<file path="src/hdl/rc_link_frame_parser_unit_defines.svh">
// ----------------------------------------------------------------------------
// RC link frame parser - assertion macros
// Concurrent assertion wrappers on clk; ASSERT_OFF compiles them away.
// ----------------------------------------------------------------------------
`ifndef RC_LINK_FRAME_PARSER_UNIT_DEFINES_SVH
`define RC_LINK_FRAME_PARSER_UNIT_DEFINES_SVH

`ifndef ASSERT_OFF
// checked only while out of reset
`define RLFP_ASSERT(lbl, prop, msg) \
  lbl: assert property (@(posedge clk) disable iff (!rst_n) prop) else $error(msg);
// checked on every edge, reset included
`define RLFP_ASSERT_RST(lbl, prop, msg) \
  lbl: assert property (@(posedge clk) prop) else $error(msg);
`else
`define RLFP_ASSERT(lbl, prop, msg)
`define RLFP_ASSERT_RST(lbl, prop, msg)
`endif

`endif

</file>
<file path="src/hdl/rlfp_pkg.sv">
`timescale 1ns / 1ps
// ----------------------------------------------------------------------------
// rlfp_pkg
// Shared constants, codes and types of the RC link frame parser.
// ----------------------------------------------------------------------------
package rlfp_pkg;

  localparam int PAYLOAD_MAX  = 60;
  localparam int FRAME_BYTES  = 64;
  localparam int LEN_MIN      = 2;
  localparam int LEN_MAX      = PAYLOAD_MAX + 2;
  localparam int HDR_BYTES    = 2;               // sync and length bytes

  localparam int TYPE_POS       = 2;             // store place of the type byte
  localparam int PAYLOAD_FIRST  = 3;             // store place of payload byte 0
  localparam int RC_PAYLOAD     = 22;            // packed channel bytes
  localparam int STORE_LAST     = PAYLOAD_FIRST + RC_PAYLOAD - 1;
  localparam int PAYLOAD_W      = RC_PAYLOAD * 8;

  localparam int CHAN_COUNT = 16;
  localparam int CHAN_W     = 11;
  localparam int LINK_COUNT = 10;
  localparam int STAT_W     = 8;
  localparam int IDX_W      = 4;
  localparam int VALUE_W    = 11;

  localparam int POS_W = 7;
  localparam int GAP_W = 9;
  localparam int AGE_W = 17;
  localparam int CNT_W = 32;

  localparam int CFG_IDX_W  = 3;
  localparam int CFG_DATA_W = 16;

  localparam logic [7:0]  CRC_POLY        = 8'hD5;
  localparam logic [7:0]  SYNC_RST        = 8'd200;
  localparam logic [7:0]  RC_TYPE_RST     = 8'd22;
  localparam logic [7:0]  LINK_TYPE_RST   = 8'd20;
  localparam logic [7:0]  GAP_LIMIT_RST   = 8'd5;
  localparam logic [15:0] FS_LIMIT_RST    = 16'd500;

  localparam int QUEUE_DEPTH = 2;

  typedef enum logic [2:0] {
    KIND_CHAN     = 3'd0,
    KIND_LINK     = 3'd1,
    KIND_OTHER    = 3'd2,
    KIND_CRC_ERR  = 3'd3,
    KIND_FAILSAFE = 3'd4
  } kind_t;

  typedef enum logic [CFG_IDX_W-1:0] {
    CFG_SYNC      = 3'd0,
    CFG_RC_TYPE   = 3'd1,
    CFG_LINK_TYPE = 3'd2,
    CFG_GAP_LIMIT = 3'd3,
    CFG_FS_LIMIT  = 3'd4
  } cfg_idx_t;

  typedef struct packed {
    logic             failsafe;
    logic             connected;
    logic [CNT_W-1:0] good;
    logic [CNT_W-1:0] bad;
  } status_t;

  // one request from the front end to the result sequencer
  typedef struct packed {
    kind_t                kind;
    logic [PAYLOAD_W-1:0] payload;
    status_t              status;
  } job_t;

  // CRC-8, MSB first
  function automatic logic [7:0] crc8_update(logic [7:0] crc, logic [7:0] b);
    logic [7:0] c;
    c = crc ^ b;
    for (int i = 0; i < 8; i++) begin
      c = c[7] ? ((c << 1) ^ CRC_POLY) : (c << 1);
    end
    return c;
  endfunction

endpackage

</file>
<file path="src/hdl/rc_link_frame_parser_unit.sv">
`timescale 1ns / 1ps
// ----------------------------------------------------------------------------
// rc_link_frame_parser_unit
// Path: an accepted input item's request is written into the queue, then
//   loaded into the sequencer, whose registers drive the outputs; the load
//   waits while the sequencer is still busy.
// Throughput: one input item per cycle while the 2-deep queue has room; the
//   sequencer emits one result per unstalled cycle: 16 for RC, 10 for link stats.
// Reset: sync active-low rst_n restores control state, frame store and config
//   in the reset cycle itself, no clearing pass; queue/sequencer data not reset.
// ----------------------------------------------------------------------------
//
// Structure
//   rlfp_front : takes bytes and millisecond ticks. Runs the sync / length /
//                body parser, the CRC-8 (0xD5), the byte-gap and failsafe
//                timeouts, the good/bad counters and the config registers.
//                Whenever an input causes results it classifies them and
//                pushes one request: the kind, a snapshot of the 22 payload
//                bytes and the status after that input.
//   rlfp_queue : 2-entry FIFO of requests. Input is stalled only while full.
//   rlfp_back  : expands a request into result items. Channels come out of a
//                shift register 11 bits at a time, link stat bytes 8 at a
//                time; status kinds give a single item.
//
// Only store places 2..24 (type and first 22 payload bytes) are ever read,
// so only those are kept; the other positions still go through the CRC.
// ----------------------------------------------------------------------------
module rc_link_frame_parser_unit import rlfp_pkg::*; (
  input  logic                  clk,
  input  logic                  rst_n,
  // input items
  input  logic                  in_valid,
  output logic                  in_stall,
  input  logic                  in_req_type,
  input  logic [7:0]            in_rx_byte,
  // configuration writes
  input  logic                  cfg_we,
  input  logic [CFG_IDX_W-1:0]  cfg_index,
  input  logic [CFG_DATA_W-1:0] cfg_data,
  // result items
  output logic                  out_valid,
  input  logic                  out_stall,
  output logic [2:0]            out_result_kind,
  output logic [IDX_W-1:0]      out_item_index,
  output logic [VALUE_W-1:0]    out_item_value,
  output logic                  out_last_of_run,
  output logic                  out_failsafe_flag,
  output logic                  out_connected,
  output logic [CNT_W-1:0]      out_good_frames,
  output logic [CNT_W-1:0]      out_bad_frames
);

  // front -> queue
  logic q_push;
  job_t q_push_job;
  logic q_full;

  // queue -> back
  logic q_pop;
  logic q_valid;
  job_t q_pop_job;

  rlfp_front u_front (
    .clk         (clk),
    .rst_n       (rst_n),
    .in_valid    (in_valid),
    .in_stall    (in_stall),
    .in_req_type (in_req_type),
    .in_rx_byte  (in_rx_byte),
    .cfg_we      (cfg_we),
    .cfg_index   (cfg_index),
    .cfg_data    (cfg_data),
    .q_full      (q_full),
    .push        (q_push),
    .job         (q_push_job)
  );

  rlfp_queue u_queue (
    .clk       (clk),
    .rst_n     (rst_n),
    .push      (q_push),
    .push_job  (q_push_job),
    .full      (q_full),
    .pop       (q_pop),
    .pop_valid (q_valid),
    .pop_job   (q_pop_job)
  );

  // request expansion; results of one input stay together and in order
  rlfp_back u_back (
    .clk               (clk),
    .rst_n             (rst_n),
    .q_valid           (q_valid),
    .q_job             (q_pop_job),
    .q_pop             (q_pop),
    .out_valid         (out_valid),
    .out_stall         (out_stall),
    .out_result_kind   (out_result_kind),
    .out_item_index    (out_item_index),
    .out_item_value    (out_item_value),
    .out_last_of_run   (out_last_of_run),
    .out_failsafe_flag (out_failsafe_flag),
    .out_connected     (out_connected),
    .out_good_frames   (out_good_frames),
    .out_bad_frames    (out_bad_frames)
  );

endmodule

</file>
<file path="src/hdl/rlfp_front.sv">
`timescale 1ns / 1ps
// ----------------------------------------------------------------------------
// rlfp_front
// Byte and tick intake: frame parser, CRC, timeouts, counters, config.
// ----------------------------------------------------------------------------
module rlfp_front import rlfp_pkg::*; (
  input  logic                  clk,
  input  logic                  rst_n,
  input  logic                  in_valid,
  output logic                  in_stall,
  input  logic                  in_req_type,
  input  logic [7:0]            in_rx_byte,
  input  logic                  cfg_we,
  input  logic [CFG_IDX_W-1:0]  cfg_index,
  input  logic [CFG_DATA_W-1:0] cfg_data,
  input  logic                  q_full,
  output logic                  push,
  output job_t                  job
);

  typedef enum logic [1:0] {
    PH_WAIT = 2'd0,
    PH_SYNC = 2'd1,
    PH_BODY = 2'd2
  } phase_t;

  phase_t           phase_r, phase_nxt;
  logic [POS_W-1:0] total_len_r, total_len_nxt;
  logic [POS_W-1:0] pos_r, pos_nxt;
  logic [7:0]       crc_r, crc_nxt;
  logic [GAP_W-1:0] gap_r, gap_nxt;
  logic [AGE_W-1:0] age_r, age_nxt;
  logic             fs_r, fs_nxt;
  logic [CNT_W-1:0] good_r, good_nxt;
  logic [CNT_W-1:0] bad_r, bad_nxt;
  logic [7:0]       store_r   [TYPE_POS:STORE_LAST];
  logic [7:0]       store_nxt [TYPE_POS:STORE_LAST];

  logic [7:0]       sync_r, rc_type_r, link_type_r, gap_lim_r;
  logic [15:0]      fs_lim_r;

  logic             accept;
  logic [POS_W-1:0] pos_inc;
  kind_t            kind_sel;

  assign in_stall = q_full;
  assign accept   = in_valid && !q_full;
  assign pos_inc  = pos_r + 1'b1;

  always_comb begin
    phase_nxt     = phase_r;
    total_len_nxt = total_len_r;
    pos_nxt       = pos_r;
    crc_nxt       = crc_r;
    gap_nxt       = gap_r;
    age_nxt       = age_r;
    fs_nxt        = fs_r;
    good_nxt      = good_r;
    bad_nxt       = bad_r;
    for (int i = TYPE_POS; i <= STORE_LAST; i++) begin
      store_nxt[i] = store_r[i];
    end
    push     = 1'b0;
    kind_sel = KIND_OTHER;

    if (accept) begin
      if (in_req_type) begin
        gap_nxt = (gap_r == '1) ? gap_r : gap_r + 1'b1;
        age_nxt = (age_r == '1) ? age_r : age_r + 1'b1;
        if (phase_r != PH_WAIT && gap_nxt > {1'b0, gap_lim_r}) begin
          phase_nxt = PH_WAIT;
          pos_nxt   = '0;
        end
        if (!fs_r && age_nxt > {1'b0, fs_lim_r}) begin
          fs_nxt   = 1'b1;
          push     = 1'b1;
          kind_sel = KIND_FAILSAFE;
        end
      end else begin
        gap_nxt = '0;
        unique case (phase_r)
          PH_SYNC: begin
            if (in_rx_byte >= 8'(LEN_MIN) && in_rx_byte <= 8'(LEN_MAX)) begin
              total_len_nxt = in_rx_byte[POS_W-1:0] + POS_W'(HDR_BYTES);
              pos_nxt       = POS_W'(HDR_BYTES);
              crc_nxt       = '0;
              phase_nxt     = PH_BODY;
            end else begin
              phase_nxt = PH_WAIT;
              pos_nxt   = '0;
            end
          end
          PH_BODY: begin
            for (int i = TYPE_POS; i <= STORE_LAST; i++) begin
              if (pos_r == POS_W'(i)) store_nxt[i] = in_rx_byte;
            end
            if (pos_inc >= total_len_r) begin
              push      = 1'b1;
              phase_nxt = PH_WAIT;
              pos_nxt   = '0;
              if (crc_r != in_rx_byte) begin
                bad_nxt  = bad_r + 1'b1;
                kind_sel = KIND_CRC_ERR;
              end else begin
                good_nxt = good_r + 1'b1;
                if (store_nxt[TYPE_POS] == rc_type_r) begin
                  kind_sel = KIND_CHAN;
                  age_nxt  = '0;
                  fs_nxt   = 1'b0;
                end else if (store_nxt[TYPE_POS] == link_type_r) begin
                  kind_sel = KIND_LINK;
                end else begin
                  kind_sel = KIND_OTHER;
                end
              end
            end else begin
              pos_nxt = pos_inc;
              crc_nxt = crc8_update(crc_r, in_rx_byte);
            end
          end
          default: begin
            // waiting for sync; the unused code behaves the same
            phase_nxt = PH_WAIT;
            pos_nxt   = '0;
            if (in_rx_byte == sync_r) begin
              phase_nxt = PH_SYNC;
              pos_nxt   = POS_W'(1);
            end
          end
        endcase
      end
    end

    job.kind = kind_sel;
    for (int j = 0; j < RC_PAYLOAD; j++) begin
      job.payload[8*j +: 8] = store_nxt[PAYLOAD_FIRST + j];
    end
    job.status.failsafe  = fs_nxt;
    job.status.connected = !fs_nxt && (good_nxt != '0);
    job.status.good      = good_nxt;
    job.status.bad       = bad_nxt;
  end

  always_ff @(posedge clk) begin
    if (!rst_n) begin
      phase_r     <= PH_WAIT;
      total_len_r <= '0;
      pos_r       <= '0;
      crc_r       <= '0;
      gap_r       <= '0;
      age_r       <= '0;
      fs_r        <= 1'b1;
      good_r      <= '0;
      bad_r       <= '0;
      for (int i = TYPE_POS; i <= STORE_LAST; i++) begin
        store_r[i] <= '0;
      end
      sync_r      <= SYNC_RST;
      rc_type_r   <= RC_TYPE_RST;
      link_type_r <= LINK_TYPE_RST;
      gap_lim_r   <= GAP_LIMIT_RST;
      fs_lim_r    <= FS_LIMIT_RST;
    end else begin
      phase_r     <= phase_nxt;
      total_len_r <= total_len_nxt;
      pos_r       <= pos_nxt;
      crc_r       <= crc_nxt;
      gap_r       <= gap_nxt;
      age_r       <= age_nxt;
      fs_r        <= fs_nxt;
      good_r      <= good_nxt;
      bad_r       <= bad_nxt;
      for (int i = TYPE_POS; i <= STORE_LAST; i++) begin
        store_r[i] <= store_nxt[i];
      end
      if (cfg_we) begin
        unique case (cfg_index)
          CFG_SYNC:      sync_r      <= cfg_data[7:0];
          CFG_RC_TYPE:   rc_type_r   <= cfg_data[7:0];
          CFG_LINK_TYPE: link_type_r <= cfg_data[7:0];
          CFG_GAP_LIMIT: gap_lim_r   <= cfg_data[7:0];
          CFG_FS_LIMIT:  fs_lim_r    <= cfg_data;
          default: ;
        endcase
      end
    end
  end

endmodule

</file>
<file path="src/hdl/rlfp_queue.sv">
`timescale 1ns / 1ps
// ----------------------------------------------------------------------------
// rlfp_queue
// Short request FIFO between the front end and the result sequencer.
// ----------------------------------------------------------------------------
`include "rc_link_frame_parser_unit_defines.svh"

module rlfp_queue import rlfp_pkg::*; (
  input  logic clk,
  input  logic rst_n,
  input  logic push,
  input  job_t push_job,
  output logic full,
  input  logic pop,
  output logic pop_valid,
  output job_t pop_job
);

  localparam int PTR_W = (QUEUE_DEPTH > 1) ? $clog2(QUEUE_DEPTH) : 1;
  localparam int QC_W  = $clog2(QUEUE_DEPTH + 1);

  job_t             mem [QUEUE_DEPTH];
  logic [PTR_W-1:0] wr_ptr_r, rd_ptr_r;
  logic [QC_W-1:0]  cnt_r;

  assign full      = (cnt_r == QC_W'(QUEUE_DEPTH));
  assign pop_valid = (cnt_r != '0);
  assign pop_job   = mem[rd_ptr_r];

  always_ff @(posedge clk) begin
    if (push) mem[wr_ptr_r] <= push_job;
  end

  always_ff @(posedge clk) begin
    if (!rst_n) begin
      wr_ptr_r <= '0;
      rd_ptr_r <= '0;
      cnt_r    <= '0;
    end else begin
      if (push) begin
        wr_ptr_r <= (wr_ptr_r == PTR_W'(QUEUE_DEPTH - 1)) ? '0 : wr_ptr_r + 1'b1;
      end
      if (pop) begin
        rd_ptr_r <= (rd_ptr_r == PTR_W'(QUEUE_DEPTH - 1)) ? '0 : rd_ptr_r + 1'b1;
      end
      if (push && !pop) cnt_r <= cnt_r + 1'b1;
      else if (pop && !push) cnt_r <= cnt_r - 1'b1;
    end
  end

  `RLFP_ASSERT(a_q_no_overflow, push |-> !full, "request queue written while full")
  `RLFP_ASSERT(a_q_no_underflow, pop |-> cnt_r != '0, "request queue read while empty")
  `RLFP_ASSERT(a_q_count, push && !pop |=> cnt_r == $past(cnt_r) + 1'b1, "queue count lost a push")

endmodule

</file>
<file path="src/hdl/rlfp_back.sv">
`timescale 1ns / 1ps
// ----------------------------------------------------------------------------
// rlfp_back
// Result sequencer: expands one request into 1, 10 or 16 result items.
// ----------------------------------------------------------------------------
`include "rc_link_frame_parser_unit_defines.svh"

module rlfp_back import rlfp_pkg::*; (
  input  logic               clk,
  input  logic               rst_n,
  input  logic               q_valid,
  input  job_t               q_job,
  output logic               q_pop,
  output logic               out_valid,
  input  logic               out_stall,
  output logic [2:0]         out_result_kind,
  output logic [IDX_W-1:0]   out_item_index,
  output logic [VALUE_W-1:0] out_item_value,
  output logic               out_last_of_run,
  output logic               out_failsafe_flag,
  output logic               out_connected,
  output logic [CNT_W-1:0]   out_good_frames,
  output logic [CNT_W-1:0]   out_bad_frames
);

  logic                 busy_r;
  kind_t                kind_r;
  logic [IDX_W-1:0]     idx_r;
  logic [PAYLOAD_W-1:0] sh_r;
  status_t              status_r;

  logic out_acc;
  logic last;

  always_comb begin
    unique case (kind_r)
      KIND_CHAN: begin
        last           = (idx_r == IDX_W'(CHAN_COUNT - 1));
        out_item_value = sh_r[CHAN_W-1:0];
      end
      KIND_LINK: begin
        last           = (idx_r == IDX_W'(LINK_COUNT - 1));
        out_item_value = VALUE_W'(sh_r[STAT_W-1:0]);
      end
      default: begin
        last           = 1'b1;
        out_item_value = '0;
      end
    endcase
  end

  assign out_acc = busy_r && !out_stall;
  assign q_pop   = q_valid && (!busy_r || (out_acc && last));

  assign out_valid         = busy_r;
  assign out_result_kind   = kind_r;
  assign out_item_index    = idx_r;
  assign out_last_of_run   = last;
  assign out_failsafe_flag = status_r.failsafe;
  assign out_connected     = status_r.connected;
  assign out_good_frames   = status_r.good;
  assign out_bad_frames    = status_r.bad;

  always_ff @(posedge clk) begin
    if (!rst_n) begin
      busy_r <= 1'b0;
    end else if (q_pop) begin
      busy_r <= 1'b1;
    end else if (out_acc && last) begin
      busy_r <= 1'b0;
    end
  end

  always_ff @(posedge clk) begin
    if (q_pop) begin
      kind_r   <= q_job.kind;
      idx_r    <= '0;
      sh_r     <= q_job.payload;
      status_r <= q_job.status;
    end else if (out_acc && !last) begin
      idx_r <= idx_r + 1'b1;
      sh_r  <= (kind_r == KIND_CHAN) ? (sh_r >> CHAN_W) : (sh_r >> STAT_W);
    end
  end

  `RLFP_ASSERT_RST(a_b_reset_idle, !rst_n |=> !out_valid, "result valid right after reset")
  `RLFP_ASSERT(a_b_idx_step, out_acc && !last |=> busy_r && idx_r == $past(idx_r) + 1'b1, "result index skipped")
  `RLFP_ASSERT(a_b_status_single, busy_r && kind_r != KIND_CHAN && kind_r != KIND_LINK |-> idx_r == '0 && last, "status result not single")

endmodule
</file>
<file path="config.mk">
export PLATFORM = sky130hd
export DESIGN_NAME = rc_link_frame_parser_unit
export DESIGN_NICKNAME = d
export VERILOG_FILES = /design/src/hdl/rlfp_pkg.sv /design/src/hdl/rc_link_frame_parser_unit.sv /design/src/hdl/rlfp_front.sv /design/src/hdl/rlfp_queue.sv /design/src/hdl/rlfp_back.sv
export VERILOG_INCLUDE_DIRS = /design/src /design/src/hdl
export SDC_FILE = /design/constraint.sdc
export NUM_CORES = 2
export LEC_CHECK = 0
export ABC_AREA = 0
export CAP_MARGIN = 5
export CORE_MARGIN = 2
export CORE_UTILIZATION = 36
export DETAILED_ROUTE_END_ITERATION = 10
export DONT_BUFFER_PORTS = 1
export PLACE_DENSITY = 0.6
export SLEW_MARGIN = 15
export SYNTH_ARGS = -nofsm -noshare
export SYNTH_HDL_FRONTEND = slang
export SYNTH_SLANG_ARGS = --single-unit
</file>
<file path="constraint.sdc">
create_clock -name clk -period 32.3 [get_ports clk]
set_clock_uncertainty 0.05 [all_clocks]
set_input_delay 4.845 -clock clk [delete_from_list [all_inputs] [get_ports clk]]
set_output_delay 4.845 -clock clk [all_outputs]
set_load 0.01 [all_outputs]
</file>
==> out/metrics.cfg <==
[run]
maxCapViolations = 0

[grt]
grt_pass1_vias = 26700
grt_overflow = 0
grt_max_degree = 282
antenna_found_initial = 3
track_usage_pct = 15.64
grt_pass1_wl_um = 156900

[final_layout]
fillerInstances = 11636
mostFrequentLayoutCell = edfxtp_1
n_antenna_cell = 0
seqCellArea_sq_mm = 0.02922
nets = 3702
post_layout_nonfiller_instances = 5369
area_growth_pct = 11.58
multi_input_area_sq_mm = 0.01492
final_cell_mix = edfxtp_1, nand2_1, dfxtp_1
layout-drive-gt1-share_pct = 12.48

[pwr]
p_leak_nw = 16.22
ir_drop_v = 0.00004207
power_w = 0.002808
powerDensity_mw_per_mm2 = 55.66

[synthesis]
ys_types = 68
synthesis.nets = 3779
synth_area_per_cell_sq_um = 12.23
ys_seq_area_share_pct = 64.61
async_reset_ff_share_pct = 0
synth_ff_type = edfxtp_1
yosys_warnings = 0
ys_ff_latch = 1092
synth_area_sq_mm = 0.04522
synth_edf_count = 735
syn_inst = 3699

[clocking]
cts_tree = yes
cts_root_buf = clkbuf_16
cts_setup_buffers = 0
ctsResizeCount = 0
postCtsHoldBufs = 0
clkSinkCount = 1092
htreeDepth = 3
clock_latency_ps = 690
cts_buffers = 112
clkTransAtPathRegs_ps = 60
cts_buffer_depth = 3

[worst_hold_path]
holdCritStartpoint = u_front.fs_lim_r[11]
hp-class = reg2reg

[setup_path]
criticalPathCategory = in2reg
crit_fanout = 68
cp.required_ps = 32550
arrival_ps = 9830
endpoint_kind = flop
crit_path_start_kind = primary input
crit_path_start = in_req_type
r2r-start = u_front.age_r[0]

[drt]
drtIter0Drc = 2051
viasPerCell = 5.135
post-route-drc-count = 0
route.vias.total = 27570
wl_met2_um = 48150
wl_met1_um = 45960
avgRoutedWirePerCell_um = 18.85
firstDrtPassIters = 5
wl_met3_um = 4764
antenna_left = 0
top_layer = met4
drt-total-wl_um = 101200

[placed_design]
dpl.hpwl_um = 57420
port_buffers = 0
gp_congestion = 0.7998
dpl_worst_slack_ps = 21910
dp.cells = 5158

[sta]
tns_ps = 0
relSlewSlack_pct = 21.25
setup_viol = 0
timing.final.max_slew_violations = 0
fin_crit_sh_pct = 29.67
worst_slew_pin_slew_ps = 1177
period_needed_ps = 9583
rsz0062_at_grt = false
final-hold-violation-count = 0
fmax_ghz = 0.1043
worst_slack_ps = 22720

[run_status]
status = finished, final reports clean

[die]
die_height_um = 358.4
io_pins = 120
rows = 130
fp.dieW_um = 358.4
start_util_pct = 36.15
die-area_sq_mm = 0.1285
core_region_area_sq_mm = 0.1251

## registers in the layout, summed over array words and instances (netlist names), 8 cells and up, named ones only
name / cells
u_back.sh_r: 176
u_front.age_r: 17
u_front.fs_lim_r: 16
u_back.out_bad_frames: 32
u_front.gap_r: 9
u_front.link_type_r: 8
u_front.crc_r: 8
u_front.good_r: 32
u_queue.mem: 490
u_front.gap_lim_r: 8
u_front.bad_r: 32
u_front.store_r: 184
u_front.rc_type_r: 8
u_front.sync_r: 8
u_back.out_good_frames: 32
## per-layer routing
metal	vias to the layer above	GRT usage, %
met2	590	25.94
met4	0	4.778
li1	13211	-
met5	-	0
met3	138	2.218
met1	13631	21.21
## cell type report
type                            instances  area share, %
Timing Repair Buffer                   31         0.5356
Multi-Input combinational cell       2318          29.57
Tap cell                             1650          4.091
Sequential cell                      1092          57.91
Clock inverter                         52          1.170
Clock buffer                          159          6.229
Inverter                               67         0.4984
## through the flow
stage                     area [sq um]  hold slack [ps]  utilization (%)
after detailed placement         46730            397.5            37.36
after floorplan                  45220            381.5                -
final                            50460            403.5            40.34
after global routing             50460            427.7            40.34
after global placement           46730            394.3            37.36
after CTS                        50460            405.6            40.34
## Yosys cell counts, drive strengths merged (2+ instances only)
library cell / count / share of area, %
edfxtp: 735 / 49
nand2: 548 / 4.5
dfxtp: 357 / 16
and2: 248 / 3.4
mux2: 229 / 5.7
clkbuf: 194 / 1.6
a211oi: 175 / 2.9
a31oi: 173 / 2.4
nor2b: 172 / 2.4
nor2: 112 / 0.93
xnor2: 88 / 1.7
nand3: 84 / 0.94
a21oi: 76 / 0.84
inv: 65 / 0.54
o21ai: 64 / 0.72
xor2: 52 / 1.0
ha: 47 / 1.3
nand4: 39 / 0.57
and3: 35 / 0.48
nor3: 32 / 0.40
nor4: 30 / 0.53
buf: 28 / 0.33
mux2i: 19 / 0.42
o211ai: 12 / 0.20
o21a: 12 / 0.20
and4: 8 / 0.15
a22oi: 7 / 0.12
or3: 6 / 0.094
a21o: 5 / 0.083
nand2b: 5 / 0.069
nor4b: 4 / 0.077
nor3b: 3 / 0.075
o22ai: 3 / 0.042
or2: 3 / 0.042
or4: 3 / 0.050
a211o: 2 / 0.039
a311oi: 2 / 0.039
a31o: 2 / 0.039
and3b: 2 / 0.039
clkinv: 2 / 0.017
nand4b: 2 / 0.039
o2111ai: 2 / 0.039
## worst max-delay path, cell delays in order
cell and delay (ps):
nor2b_1 440, and3_1 820, nand2_1 350, o21a_1 250, nand2_1 160, and2_4 450, buf_4 740, buf_4 910
buf_4 710
## path summary, 6_finish.rpt
check,slack [ps],to,cells after the start
setup reg to reg,25330,u_queue.mem[1][109],19
hold / removal,400,u_front.fs_lim_r[11],2
setup / recovery,22720,u_queue.mem[1][109],9
hold reg to reg,400,u_front.fs_lim_r[11],2
## cells by family (layout without fill, tap and decap cells)
logic type      Yosys count  count (layout)  synth area share, %
compound gates          545             545                7.858
xor+xnor                140             140                2.728
fa+ha+maj                47              47                1.300
buf+inv                 289             309                2.501
flops                  1092            1092                64.61
mux                     248             248                6.123
simple gates           1338            1338                14.88
## power by group
part	switching [W]	internal (W)
Combinational	0.0000141	0.00000982
Sequential	0.00000198	0.00148
Clock	0.000535	0.000773
Total	0.000551	0.00226
(Power assumes the default switching activity.)
